### config.mk
export PLATFORM = sky130hd
export DESIGN_NAME = quoted_pipe_tokenizer
export DESIGN_NICKNAME = d
export VERILOG_FILES = /design/src/rtl/qpt_pkg.sv /design/src/rtl/qpt_step.sv /design/src/rtl/qpt_res_fifo.sv /design/src/rtl/quoted_pipe_tokenizer.sv
export SDC_FILE = /design/constraint.sdc
export NUM_CORES = 1
export LEC_CHECK = 0
export ABC_AREA = 1
export BUFFER_PORTS_ARGS = -buffer_cell sky130_fd_sc_hd__buf_4
export CELL_PAD_IN_SITES_DETAIL_PLACEMENT = 0
export CELL_PAD_IN_SITES_GLOBAL_PLACEMENT = 1
export CORE_MARGIN = 4
export CORE_UTILIZATION = 42
export CTS_CLUSTER_DIAMETER = 60
export CTS_CLUSTER_SIZE = 30
export DETAILED_ROUTE_END_ITERATION = 7
export PLACE_DENSITY = 0.73
export RECOVER_POWER = 25
export SYNTH_ARGS = -nofsm -noshare
export SYNTH_HDL_FRONTEND = slang
export SYNTH_SLANG_ARGS = --single-unit
### constraint.sdc
create_clock -name clk -period 3.57 [get_ports clk]
set_input_delay 0.8925 -clock clk [delete_from_list [all_inputs] [get_ports clk]]
set_output_delay 0.8925 -clock clk [all_outputs]
set_load 0.03 [all_outputs]
### src/rtl/qpt_pkg.sv
// qpt_pkg: shared types, character codes and status codes of the quoted pipe tokenizer
// no dependencies; imported by every module of the block

package qpt_pkg;

  localparam int LINE_LEN_DEF   = 1024;
  localparam int MAX_TOKENS_DEF = 255;
  localparam int RES_DEPTH      = 4;

  localparam logic [7:0] LIMIT_RESET = 8'd64;

  localparam logic [7:0] CH_PIPE  = 8'h7C;
  localparam logic [7:0] CH_SPACE = 8'h20;
  localparam logic [7:0] CH_TAB   = 8'h09;
  localparam logic [7:0] CH_DQ    = 8'h22;
  localparam logic [7:0] CH_SQ    = 8'h27;

  localparam logic REQ_BYTE = 1'b0;
  localparam logic REQ_EOL  = 1'b1;

  localparam logic KIND_TOKEN  = 1'b0;
  localparam logic KIND_STATUS = 1'b1;

  typedef enum logic [2:0] {
    ST_OK        = 3'd0,
    ST_QUOTE     = 3'd1,
    ST_EMPTY     = 3'd2,
    ST_TOO_MANY  = 3'd3,
    ST_TRAIL_PIPE = 3'd4
  } status_t;

  // one result item
  typedef struct packed {
    logic        kind;
    logic [9:0]  start;
    logic [10:0] len;
    logic [2:0]  status;
    logic        last;
  } res_t;

  // per-line flags and token count
  typedef struct packed {
    logic       bld;
    logic       dq;
    logic       sq;
    logic       ovf;
    logic       pipe;
    logic [7:0] cnt;
  } line_st_t;

  function automatic res_t mk_token(logic [31:0] start, logic [31:0] len);
    res_t r;
    r.kind   = KIND_TOKEN;
    r.start  = start[9:0];
    r.len    = len[10:0];
    r.status = ST_OK;
    r.last   = 1'b0;
    return r;
  endfunction

  function automatic res_t mk_status(status_t code);
    res_t r;
    r.kind   = KIND_STATUS;
    r.start  = '0;
    r.len    = '0;
    r.status = code;
    r.last   = 1'b1;
    return r;
  endfunction

endpackage

### src/rtl/qpt_step.sv
// qpt_step: next-state and result logic for one item of the tokenizer
// depends on qpt_pkg

module qpt_step import qpt_pkg::*; #(
  parameter int LINE_LEN   = LINE_LEN_DEF,
  parameter int MAX_TOKENS = MAX_TOKENS_DEF,
  localparam int POS_W     = $clog2(LINE_LEN + 1)
) (
  input  logic             req_type,
  input  logic [7:0]       char_byte,
  input  logic [7:0]       token_limit,
  input  line_st_t         st,
  input  logic [POS_W-1:0] pos,
  input  logic [POS_W-1:0] beg,
  output line_st_t         st_nxt,
  output logic [POS_W-1:0] pos_nxt,
  output logic [POS_W-1:0] beg_nxt,
  output logic [1:0]       n_res,
  output res_t             res0,
  output res_t             res1
);

  localparam logic [7:0]       MAX_T   = 8'(MAX_TOKENS);
  localparam logic [POS_W-1:0] LEN_LIM = POS_W'(LINE_LEN);

  logic [7:0]  lim;
  logic        blank;
  logic        q_d;
  logic        q_s;
  logic        open_q;
  logic        pending;
  logic        ok;
  logic [31:0] pos32;
  logic [31:0] beg32;
  status_t     code;

  assign lim   = (token_limit < MAX_T) ? token_limit : MAX_T;
  assign blank = (char_byte == CH_SPACE) || (char_byte == CH_TAB);
  assign q_d   = (char_byte == CH_DQ) && !st.sq;
  assign q_s   = (char_byte == CH_SQ) && !st.dq;
  assign pos32 = 32'(pos);
  assign beg32 = 32'(beg);

  always_comb begin
    st_nxt  = st;
    pos_nxt = pos;
    beg_nxt = beg;
    n_res   = 2'd0;
    res0    = '0;
    res1    = '0;
    open_q  = 1'b0;
    ok      = 1'b0;
    pending = st.bld;
    code    = ST_OK;
    if (req_type == REQ_EOL) begin
      if (st.ovf) begin
        code = ST_TOO_MANY;
      end else if (pending && (st.dq || st.sq)) begin
        code = ST_QUOTE;
      end else begin
        if (pending) begin
          if (st.cnt < lim) begin
            res0       = mk_token(beg32, pos32 - beg32);
            n_res      = 2'd1;
            st_nxt.cnt = st.cnt + 8'd1;
            st_nxt.pipe = 1'b0;
          end else begin
            code = ST_TOO_MANY;
          end
        end
        if (code == ST_OK) begin
          if (st_nxt.cnt == 8'd0) begin
            code = ST_EMPTY;
          end else if (!pending && st_nxt.pipe) begin
            code = ST_TRAIL_PIPE;
          end
        end
      end
      if (n_res == 2'd1) begin
        res1  = mk_status(code);
        n_res = 2'd2;
      end else begin
        res0  = mk_status(code);
        n_res = 2'd1;
      end
      st_nxt  = '0;
      pos_nxt = '0;
      beg_nxt = '0;
    end else if (!st.ovf && (pos < LEN_LIM)) begin
      pos_nxt = pos + POS_W'(1);
      if (q_d || q_s) begin
        open_q = q_d ? st.dq : st.sq;
        if (open_q) begin
          if (st.cnt < lim) begin
            res0        = mk_token(beg32, pos32 - beg32);
            n_res       = 2'd1;
            st_nxt.cnt  = st.cnt + 8'd1;
            st_nxt.pipe = 1'b0;
          end else begin
            st_nxt.ovf = 1'b1;
          end
          if (q_d) begin
            st_nxt.dq = 1'b0;
          end else begin
            st_nxt.sq = 1'b0;
          end
          st_nxt.bld = 1'b0;
        end else begin
          if (q_d) begin
            st_nxt.dq = 1'b1;
          end else begin
            st_nxt.sq = 1'b1;
          end
          st_nxt.bld = 1'b1;
          beg_nxt    = pos + POS_W'(1);
        end
      end else if (st.dq || st.sq) begin
        // quoted text
      end else if (!st.bld) begin
        if (char_byte == CH_PIPE) begin
          if (st.cnt < lim) begin
            res0        = mk_token(pos32, 32'd1);
            n_res       = 2'd1;
            st_nxt.cnt  = st.cnt + 8'd1;
            st_nxt.pipe = 1'b1;
          end else begin
            st_nxt.ovf = 1'b1;
          end
        end else if (!blank) begin
          beg_nxt    = pos;
          st_nxt.bld = 1'b1;
        end
      end else if (blank || (char_byte == CH_PIPE)) begin
        st_nxt.bld = 1'b0;
        ok = st.cnt < lim;
        if (ok) begin
          res0        = mk_token(beg32, pos32 - beg32);
          n_res       = 2'd1;
          st_nxt.cnt  = st.cnt + 8'd1;
          st_nxt.pipe = 1'b0;
          if (char_byte == CH_PIPE) begin
            if (st_nxt.cnt < lim) begin
              res1        = mk_token(pos32, 32'd1);
              n_res       = 2'd2;
              st_nxt.cnt  = st.cnt + 8'd2;
              st_nxt.pipe = 1'b1;
            end else begin
              st_nxt.ovf = 1'b1;
            end
          end
        end else begin
          st_nxt.ovf = 1'b1;
        end
      end
      if (n_res == 2'd2) begin
        res1.last = 1'b1;
      end else if (n_res == 2'd1) begin
        res0.last = 1'b1;
      end
    end
  end

endmodule

### src/rtl/qpt_res_fifo.sv
// qpt_res_fifo: small result queue, takes up to two items per cycle and gives one
// depends on qpt_pkg

module qpt_res_fifo import qpt_pkg::*; (
  input  logic       clk,
  input  logic       rst_n,
  input  logic [1:0] push_n,
  input  res_t       push0,
  input  res_t       push1,
  input  logic       pop,
  output res_t       head,
  output logic       not_empty,
  output logic [$clog2(RES_DEPTH+1)-1:0] level
);

  localparam int PW = $clog2(RES_DEPTH);
  localparam int CW = $clog2(RES_DEPTH + 1);

  res_t          mem [RES_DEPTH];
  logic [PW-1:0] wp_r;
  logic [PW-1:0] rp_r;
  logic [CW-1:0] cnt_r;
  logic [PW-1:0] wp_nxt;
  logic [PW-1:0] rp_nxt;
  logic [CW-1:0] cnt_nxt;
  logic          do_pop;

  assign do_pop    = pop && (cnt_r != '0);
  assign head      = mem[rp_r];
  assign not_empty = (cnt_r != '0);
  assign level     = cnt_r;
  assign wp_nxt    = wp_r + PW'(push_n);
  assign rp_nxt    = rp_r + PW'(do_pop);
  assign cnt_nxt   = cnt_r + CW'(push_n) - CW'(do_pop);

  always_ff @(posedge clk) begin
    if (push_n != 2'd0) begin
      mem[wp_r] <= push0;
    end
    if (push_n == 2'd2) begin
      mem[wp_r + PW'(1)] <= push1;
    end
  end

  always_ff @(posedge clk) begin
    if (!rst_n) begin
      wp_r  <= '0;
      rp_r  <= '0;
      cnt_r <= '0;
    end else begin
      wp_r  <= wp_nxt;
      rp_r  <= rp_nxt;
      cnt_r <= cnt_nxt;
    end
  end

`ifndef SYNTHESIS
  a_level_max: assert property (@(posedge clk) disable iff (!rst_n)
    cnt_r <= CW'(RES_DEPTH))
    else $error("result queue over capacity");
`endif

endmodule

### src/rtl/quoted_pipe_tokenizer.sv
// quoted_pipe_tokenizer: top level, input stage, line state and result queue
// depends on qpt_pkg, qpt_step and qpt_res_fifo

// Takes one line byte or end-of-line item per cycle while the queue has room (tuser 1
// marks end of line) and returns token descriptors (tuser 0) and one status item per
// line (tuser 1), tlast on the last result of each input item. An item is registered,
// processed combinationally against the line state and written into a four-entry
// result queue, from which results are presented. The input side sustains one item
// per cycle while each item yields at most one result and the output is ready; an
// item yielding two results (a word closed by a pipe, or a pending word at end of
// line) needs two reads from the single read port of the queue. The user must write
// the token limit register only between lines; the block does not enforce this.

module quoted_pipe_tokenizer import qpt_pkg::*; #(
  parameter int LINE_LEN   = LINE_LEN_DEF,
  parameter int MAX_TOKENS = MAX_TOKENS_DEF
) (
  input  logic        clk,
  input  logic        rst_n,
  input  logic        in_tvalid,
  output logic        in_tready,
  input  logic [7:0]  in_tdata,   // char_byte
  input  logic        in_tuser,   // req_type
  output logic        out_tvalid,
  input  logic        out_tready,
  output logic [23:0] out_tdata,  // token_start, token_length, status_code
  output logic        out_tuser,  // item_kind
  output logic        out_tlast,
  input  logic        cfg_valid,
  output logic        cfg_ready,
  input  logic [7:0]  cfg_data
);

  localparam int POS_W = $clog2(LINE_LEN + 1);
  localparam int CW    = $clog2(RES_DEPTH + 1);

  logic             stg_v_r;
  logic             stg_req_r;
  logic [7:0]       stg_byte_r;
  logic [7:0]       limit_r;
  line_st_t         st_r;
  line_st_t         st_nxt;
  logic [POS_W-1:0] pos_r;
  logic [POS_W-1:0] pos_nxt;
  logic [POS_W-1:0] beg_r;
  logic [POS_W-1:0] beg_nxt;
  logic [1:0]       n_res;
  res_t             res0;
  res_t             res1;
  res_t             head;
  logic [CW-1:0]    level;
  logic             go;
  logic             in_acc;

  assign go        = stg_v_r && (level <= CW'(RES_DEPTH - 2));
  assign in_tready = !stg_v_r || go;
  assign in_acc    = in_tvalid && in_tready;
  assign cfg_ready = 1'b1;

  always_ff @(posedge clk) begin
    if (in_acc) begin
      stg_req_r  <= in_tuser;
      stg_byte_r <= in_tdata;
    end
  end

  always_ff @(posedge clk) begin
    if (!rst_n) begin
      stg_v_r <= 1'b0;
      limit_r <= LIMIT_RESET;
      st_r    <= '0;
      pos_r   <= '0;
      beg_r   <= '0;
    end else begin
      stg_v_r <= in_acc || (stg_v_r && !go);
      if (cfg_valid && cfg_ready) begin
        limit_r <= cfg_data;
      end
      if (go) begin
        st_r  <= st_nxt;
        pos_r <= pos_nxt;
        beg_r <= beg_nxt;
      end
    end
  end

  qpt_step #(
    .LINE_LEN   (LINE_LEN),
    .MAX_TOKENS (MAX_TOKENS)
  ) u_step (
    .req_type    (stg_req_r),
    .char_byte   (stg_byte_r),
    .token_limit (limit_r),
    .st          (st_r),
    .pos         (pos_r),
    .beg         (beg_r),
    .st_nxt      (st_nxt),
    .pos_nxt     (pos_nxt),
    .beg_nxt     (beg_nxt),
    .n_res       (n_res),
    .res0        (res0),
    .res1        (res1)
  );

  qpt_res_fifo u_fifo (
    .clk       (clk),
    .rst_n     (rst_n),
    .push_n    (go ? n_res : 2'd0),
    .push0     (res0),
    .push1     (res1),
    .pop       (out_tready),
    .head      (head),
    .not_empty (out_tvalid),
    .level     (level)
  );

  assign out_tdata = {head.status, head.len, head.start};
  assign out_tuser = head.kind;
  assign out_tlast = head.last;

`ifndef SYNTHESIS
  a_eol_clears: assert property (@(posedge clk) disable iff (!rst_n)
    go && (stg_req_r == REQ_EOL) |=> (pos_r == '0) && (st_r == '0))
    else $error("line state not cleared after end of line");
  a_quote_builds: assert property (@(posedge clk) disable iff (!rst_n)
    (st_r.dq || st_r.sq) |-> st_r.bld)
    else $error("open quote without token in progress");
  a_one_quote: assert property (@(posedge clk) disable iff (!rst_n)
    !(st_r.dq && st_r.sq))
    else $error("both quote kinds open");
  a_count_max: assert property (@(posedge clk) disable iff (!rst_n)
    st_r.cnt <= 8'(MAX_TOKENS))
    else $error("token count beyond maximum");
  a_pos_max: assert property (@(posedge clk) disable iff (!rst_n)
    pos_r <= POS_W'(LINE_LEN))
    else $error("byte position beyond line length");
`endif

endmodule
* After elaboration in Yosys (flattened, before gate mapping)
Memory sizes are Yosys's and may differ from the RTL's. A register that Yosys moved wholly into a read port is not among the register bits.
Cells that the tools add are included.
** Storage, ports and cells
- Register bits after elaboration :: 60
- Bits in writable memories :: 104
- Bits of input ports :: 22
- Output and inout bits :: 29
- Word-level logic and storage cells :: 192
- Memories :: 1
** Cells by class
- $add $sub $neg :: 9
- Magnitude comparators :: 5
- Equal/unequal tests :: 19
- Mux-type cells :: 106
- Reduce and logical (&&, ||, !) cells :: 37
** Memory list
- u_fifo.mem :: words 4, bits a word 26, rd ports 1, clocked after memory_dff 1, wr ports 2, line qpt_res_fifo.sv:19 : res_t mem [RES_DEPTH];
** Operators by type and width (count)
- $mux W26 :: 20
- $mux W11 :: 10
- $mux W25 :: 4
- $mux W9 :: 8
- $mux W10 :: 7
- $mux W2 :: 21
- $mux W3 :: 10
- $mux W13 :: 2
- $eq A8 B6 Y1 const B :: 3
- $mux W1 :: 23
- $lt A8 B8 Y1 :: 2
- $reduce_and A7 Y1 :: 2
- $ne A3 B3 Y1 const B :: 4
- $add A11 B1 Y11 const B :: 1
- $lt A11 B11 Y1 const B :: 1
- $sub A11 B11 Y11 :: 1
- $logic_and A1 B1 Y1 :: 9
- $add A8 B1 Y8 const B :: 1
- $add A8 B2 Y8 const B :: 1
- $eq A8 B4 Y1 const B :: 1
- $eq A8 B7 Y1 const B :: 1
- $logic_not A8 Y1 :: 1
- $lt A8 B8 Y1 const B :: 1
- $mux W8 :: 1
- 23 further kinds :: 41

* Logic depth before layout (Yosys ltp)
- Word-level depth :: 18
- Mapped depth :: 24
- Mapped depth without buffers :: 24

* Modules after synthesis
From an unflattened synthesis, not the netlist that was laid out.
** Unflattened totals
- Cell total of the unflattened synthesis :: 1554
- Area, all modules :: 11730.0 µm²
** Modules (own cells, without submodules)
- qpt_res_fifo :: times used 1, cells each 562, area each 5939.4 µm², sequential area each 3263.1 µm²
- qpt_step :: times used 1, cells each 637, area each 3330.7 µm², sequential area each 0.0 µm²
- quoted_pipe_tokenizer :: times used 1, cells each 355, area each 2459.9 µm², sequential area each 1151.1 µm²

* Worst setup path after synthesis
Ideal clock, no wire load.
- Path type :: register to register
- Start point :: register st_r[1] (netlist bit)
- End point :: memory u_fifo.mem[0][0] (netlist bit) (enable)
- Setup time :: 0.372 ns
- Data arrival time :: 3.078 ns
- Required time :: 3.198 ns
- Path slack :: 0.120 ns
- Stages on the path, launching flop included :: 18
- Buffers on the path :: 1
- Period minus slack after synthesis :: 3.450 ns
- Cell sequence :: dfxtp_1 ha_1 nand2_1 nor3_1 nand2_1 xor2_1 ha_1 a21oi_1 o21a_1 nand2_2 nor2_2 nand3_2 o21ai_4 nand2_4 nand2_8 nand2_4 buf_4 nand2_1
** RTL lines
- start, declared :: line quoted_pipe_tokenizer.sv:41 : line_st_t st_r;
- start signal, assigned :: line quoted_pipe_tokenizer.sv:80 : st_r <= st_nxt;
- end, declared :: line qpt_res_fifo.sv:19

* Final worst setup path
- Start point :: register st_r[1] (netlist bit)
- End point :: register u_fifo.cnt_r[2] (netlist: u_fifo.level[2])
** Between the ends
- Longest elaborated chain between the ends :: 16
- Elaborated cells between the ends (all ways) :: 26
- Classes of those cells :: add/sub (3); order compare (2); eq/ne (1); mux (20)
** Ends and longest elaborated chain
- $add A8 B1 Y8 :: line qpt_step.sv:139 : st_nxt.cnt = st.cnt + 8'd1;
- $lt A8 B8 Y1 :: line qpt_step.sv:142 : if (st_nxt.cnt < lim) begin
- $mux W2 :: line qpt_step.sv:142
- $mux W2 :: line qpt_step.sv:141 : if (char_byte == CH_PIPE) begin
- $mux W2 :: line qpt_step.sv:136 : if (ok) begin
- $mux W2 :: line qpt_step.sv:133 : end else if (blank || (char_byte == CH_PIPE)) begin
- $mux W2 :: line qpt_step.sv:119 : end else if (!st.bld) begin
- $mux W2 :: line qpt_step.sv:117 : end else if (st.dq || st.sq) begin
- $mux W2 :: line qpt_step.sv:91 : if (q_d || q_s) begin
- $mux W2 :: line qpt_step.sv:89 : end else if (!st.ovf && (pos < LEN_LIM)) begin
- $mux W2 :: line qpt_step.sv:55 : if (req_type == REQ_EOL) begin
- $mux W2 :: line qpt_step.sv:89
- $mux W2 * :: line qpt_step.sv:55
- $mux W2 * :: line quoted_pipe_tokenizer.sv:108 : .push_n (go ? n_res : 2'd0),
- $add A3 B2 Y3 * :: line qpt_res_fifo.sv:34 : assign cnt_nxt = cnt_r + CW'(push_n) - CW'(do_pop);
- $sub A3 B1 Y3 * :: line qpt_res_fifo.sv:34
- end signal, assigned :: line qpt_res_fifo.sv:53 : cnt_r <= cnt_nxt;
- end, declared :: line qpt_res_fifo.sv:22 : logic [CW-1:0] cnt_r;
Every way passes the cells marked *; elsewhere a longest branch is shown, timed or not. The select of a mux whose other input is x is not followed.
A chain may end at the register's enable or synchronous reset.

==> flow_metrics.env <==
export IMPL_drive_above_1_share=0.129
export IMPL_maxCapViolCount=0
export IMPL_synth_top_family_by_area="simple AND/OR/NAND/NOR gates"
export IMPL_synthAdderAreaFrac=0.0430
export IMPL_required_ns=3.87
export IMPL_r2r_start="st_r[1]$_SDFFE_PN0P_"
export IMPL_drt_pass1_iter_count=5
export IMPL_hold_slack_ns=0.467
export IMPL_max_freq_mhz=300
export IMPL_numPortBuffers=49
export IMPL_final_hold_viol_count=0
export IMPL_clk_pin_slew_ns=0.08
export IMPL_ios=51
export IMPL_yosysUniqueCellTypes=49
export IMPL_startpoint_type="flop"
export IMPL_yosysWarnings=0
export IMPL_synth_ff_latch_count=164
export IMPL_status="complete, no violations"
export IMPL_fp_dieW_um=160
export IMPL_dr_first_iter_drc_count=740
export IMPL_grt_pass1_wl_mm=46.1
export IMPL_holdBufCountCts=0
export IMPL_power_density_nw_per_um2=561
export IMPL_synth_enable_flop_cells=73
export IMPL_numClockSinks=164
export IMPL_async_flop_share=0
export IMPL_synth_compound_area_frac=0.191
export IMPL_die_h_um=160
export IMPL_holdPathStages=2
export IMPL_cp_top_family="adder cells"
export IMPL_grt_max_degree=51
export IMPL_syn2layout_area_growth_pct=14.1
export IMPL_yosysSeqAreaShare=0.416
export IMPL_path_buf_inv=3
export IMPL_syn_area_um2=9660
export IMPL_fin_nets=1372
export IMPL_fin_util=0.487
export IMPL_slew_headroom=0.358
export IMPL_synth_main_ff_cell="dfxtp_1"
export IMPL_ir_drop_mv=0.270
export IMPL_n_antenna_cell=0
export IMPL_period_needed_ns=3.33
export IMPL_cts_htree_levels=4
export IMPL_routed_wl_mm=28.6
export IMPL_start_util=0.427
export IMPL_grt_overflow=0
export IMPL_synth_mux_area_frac=0
export IMPL_grt_pass1_vias=8379
export IMPL_crit_start="st_r[1]$_SDFFE_PN0P_"
export IMPL_gp_congestion=0.875
export IMPL_cp_slowest_cell="dfxtp_4"
export IMPL_reg2reg_slack_ns=0.24
export IMPL_routedWlPerCell_um=17.7
export IMPL_via_count=8723
export IMPL_cp_arrival_ns=3.63
export IMPL_crit_chain="ha_2 -> nand2_4 -> nor3_4 -> nand2_2 -> xor2_2 -> ha_1 -> a21oi_1 -> o21a_1 -> nand4_1 -> nand4_1 -> nand3_2 -> nand2_4 -> ha_1 -> inv_1 -> ha_1 -> inv_1 -> fa_2 -> xor2_1 -> inv_1 -> nor2_1"
export IMPL_cp_num_cells=20
export IMPL_crit_type="reg2reg"
export IMPL_antenna_found_initial=0
export IMPL_clk_latency_ns=0.43
export IMPL_cts_tree="built"
export IMPL_rr_endpoint="u_fifo.level[2]$_SDFF_PN0_"
export IMPL_synthSimpleGateAreaFrac=0.237
export IMPL_via_per_inst=5.40
export IMPL_setup_viol=0
export IMPL_ant_nets=0
export IMPL_rows=55
export IMPL_clock_path_buffers=2
export IMPL_coreArea_um2=22600
export IMPL_reg2regPathDepth=20
export IMPL_period_share=0.934
export IMPL_synth_fp_nets=1326
export IMPL_endpoint_kind="flop"
export IMPL_synth_xor_area_frac=0.0218
export IMPL_slowest_delay_ns=0.37
export IMPL_avgSynthCellArea_um2=7.59
export IMPL_tightest_slew_ns=0.963
export IMPL_clock_skew_final_ns=0.0147
export IMPL_leakagePower_nw=4.69
export IMPL_cts_root_buf="clkbuf_16"
export IMPL_syn_instance_count=1272
export IMPL_dp_hpwl_mm=20.3
export IMPL_grt_usage=0.224
export IMPL_crit_path_max_fanout=4
export IMPL_drc_errors=0
export IMPL_die_area_um2=25500
export IMPL_cts_made_buffers=17
export IMPL_min_path_type="reg2reg"
export IMPL_crit_path_end="u_fifo.level[2]$_SDFF_PN0_"
export IMPL_slew_viol_final=0
-- worst register-to-register path, stage by stage, from the launching register on --
cell     delay (ns)
dfxtp_4        0.37
ha_2           0.21
nand2_4        0.07
nor3_4         0.14
nand2_2        0.09
xor2_2         0.16
ha_1           0.32
a21oi_1        0.13
o21a_1         0.17
nand4_1        0.13
nand4_1        0.18
nand3_2        0.11
nand2_4        0.11
ha_1           0.23
inv_1          0.06
ha_1           0.12
inv_1          0.05
fa_2           0.33
xor2_1         0.15
inv_1          0.05
nor2_1         0.03
-- per-layer routing --
| layer | up-vias | GRT usage | share of wire |
|---|---|---|---|
| met2 | 192 | 0.374 | 0.47 |
| li1 | 4441 | - | - |
| met5 | - | 0 | 0 |
| met3 | 27 | 0.0307 | 0.039 |
| met1 | 4063 | 0.308 | 0.47 |
| met4 | 0 | 0.0600 | 0.014 |
-- flip-flops by register name, summed over array words and instances, names as in the netlist --
register      cells
u_fifo.level      3
st_r             13
u_fifo.wp_r       2
stg_v_r           1
u_fifo.rp_r       2
pos_r            11
beg_r            11
stg_byte_r        8
stg_req_r         1
u_fifo.mem      104
limit_r           8
-- Yosys cell counts, types with 6 or more instances --
| library cell | number | area share |
|---|---|---|
| dfxtp_1 | 91 | 0.19 |
| buf_6 | 8 | 0.0093 |
| inv_1 | 123 | 0.048 |
| a221oi_1 | 9 | 0.0082 |
| nand4_1 | 9 | 0.0058 |
| nor2_1 | 137 | 0.053 |
| ha_1 | 30 | 0.039 |
| xor2_1 | 19 | 0.017 |
| nand3_1 | 109 | 0.056 |
| o22ai_1 | 58 | 0.038 |
| nand2_1 | 219 | 0.085 |
| edfxtp_1 | 73 | 0.23 |
| buf_2 | 16 | 0.0083 |
| nand2_4 | 6 | 0.0070 |
| o21ai_1 | 25 | 0.013 |
| a211oi_1 | 9 | 0.0070 |
| inv_2 | 7 | 0.0027 |
| buf_4 | 8 | 0.0062 |
| clkbuf_1 | 39 | 0.015 |
| o21ai_0 | 111 | 0.058 |
| o31ai_1 | 12 | 0.0093 |
| nor3_1 | 23 | 0.012 |
| a21oi_1 | 77 | 0.040 |
-- layout make-up --
type,count,area [um2]
fillers,2252,11600
multi-input cells,903,4830
flip-flops and latches,164,4020
repair buffers,100,707
inverters,132,495
clock buffers,20,489
well taps,285,357
clock inverters,12,121
-- stage by stage --
stage | cell area, um2 | power, mW | worst slack (ns) | setup TNS [ns] | std cells
after floorplan | 9660 | 3.70 | 0.120 | 0 | 1272
after global placement | 10400 | 4.34 | 0.0860 | 0 | 1581
after detailed placement | 10400 | 4.34 | 0.0524 | 0 | 1581
after CTS | 11000 | 6.26 | 0.0143 | 0 | 1613
after global routing | 11000 | 6.53 | -0.0251 | -0.0294 | 1616
final | 11000 | 6.18 | 0.235 | 0 | 1616
-- cells by family after synthesis --
logic type	after synthesis
simple gates	523
buf+inv	205
xor+xnor	24
other cells	1
fa+ha+maj	32
compound gates	323
flops	164
-- cells in the final DEF, fill, tap and decap left out, drive strengths merged --
master / synthesis / final
a211oi: 9 / 9
a21boi: 7 / 7
a21o: 2 / 2
a21oi: 78 / 78
a221oi: 9 / 9
a31oi: 2 / 2
a41oi: 1 / 1
buf: 33 / 80
clkbuf: 40 / 40
clkinv: 2 / 4
clkinvlp: 0 / 1
conb: 1 / 1
dfxtp: 91 / 91
edfxtp: 73 / 73
fa: 2 / 2
ha: 30 / 30
inv: 130 / 139
nand2: 231 / 231
nand3: 111 / 111
nand4: 10 / 10
nor2: 142 / 142
nor3: 24 / 24
nor4: 1 / 1
o211a: 1 / 1
o211ai: 3 / 3
o21a: 3 / 3
o21ai: 137 / 137
o21bai: 1 / 1
o22ai: 58 / 58
o31ai: 12 / 12
or2: 4 / 4
xnor2: 5 / 5
xor2: 19 / 19
-- worst min path at each step --
| stage | from | endpoint |
|---|---|---|
| after global placement | u_fifo.mem[3][14]$_SDFFE_PP0N_ | u_fifo.mem[3][14]$_SDFFE_PP0N_ |
| after CTS | u_fifo.mem[1][14]$_SDFFE_PP0N_ | u_fifo.mem[1][14]$_SDFFE_PP0N_ |
| after global routing | u_fifo.mem[1][14]$_SDFFE_PP0N_ | u_fifo.mem[1][14]$_SDFFE_PP0N_ |
| after detailed placement | u_fifo.mem[1][14]$_SDFFE_PP0N_ | u_fifo.mem[1][14]$_SDFFE_PP0N_ |
| after floorplan | u_fifo.mem[1][14]$_SDFFE_PP0N_ | u_fifo.mem[1][14]$_SDFFE_PP0N_ |
| final | u_fifo.mem[3][14]$_SDFFE_PP0N_ | u_fifo.mem[3][14]$_SDFFE_PP0N_ |
-- report_power, final --
part	switching, mW	total (mW)	internal (mW)
Clock	0.895	1.93	1.03
Sequential	0.0910	2.21	2.12
Combinational	1.39	2.04	0.650
-- what timing repair did --
action	in CTS	in global routing
setup buffers	0	3
endpoints found under the setup margin	0	103
gates resized for setup	0	21
Note: power is estimated with default switching activity, not from simulation.
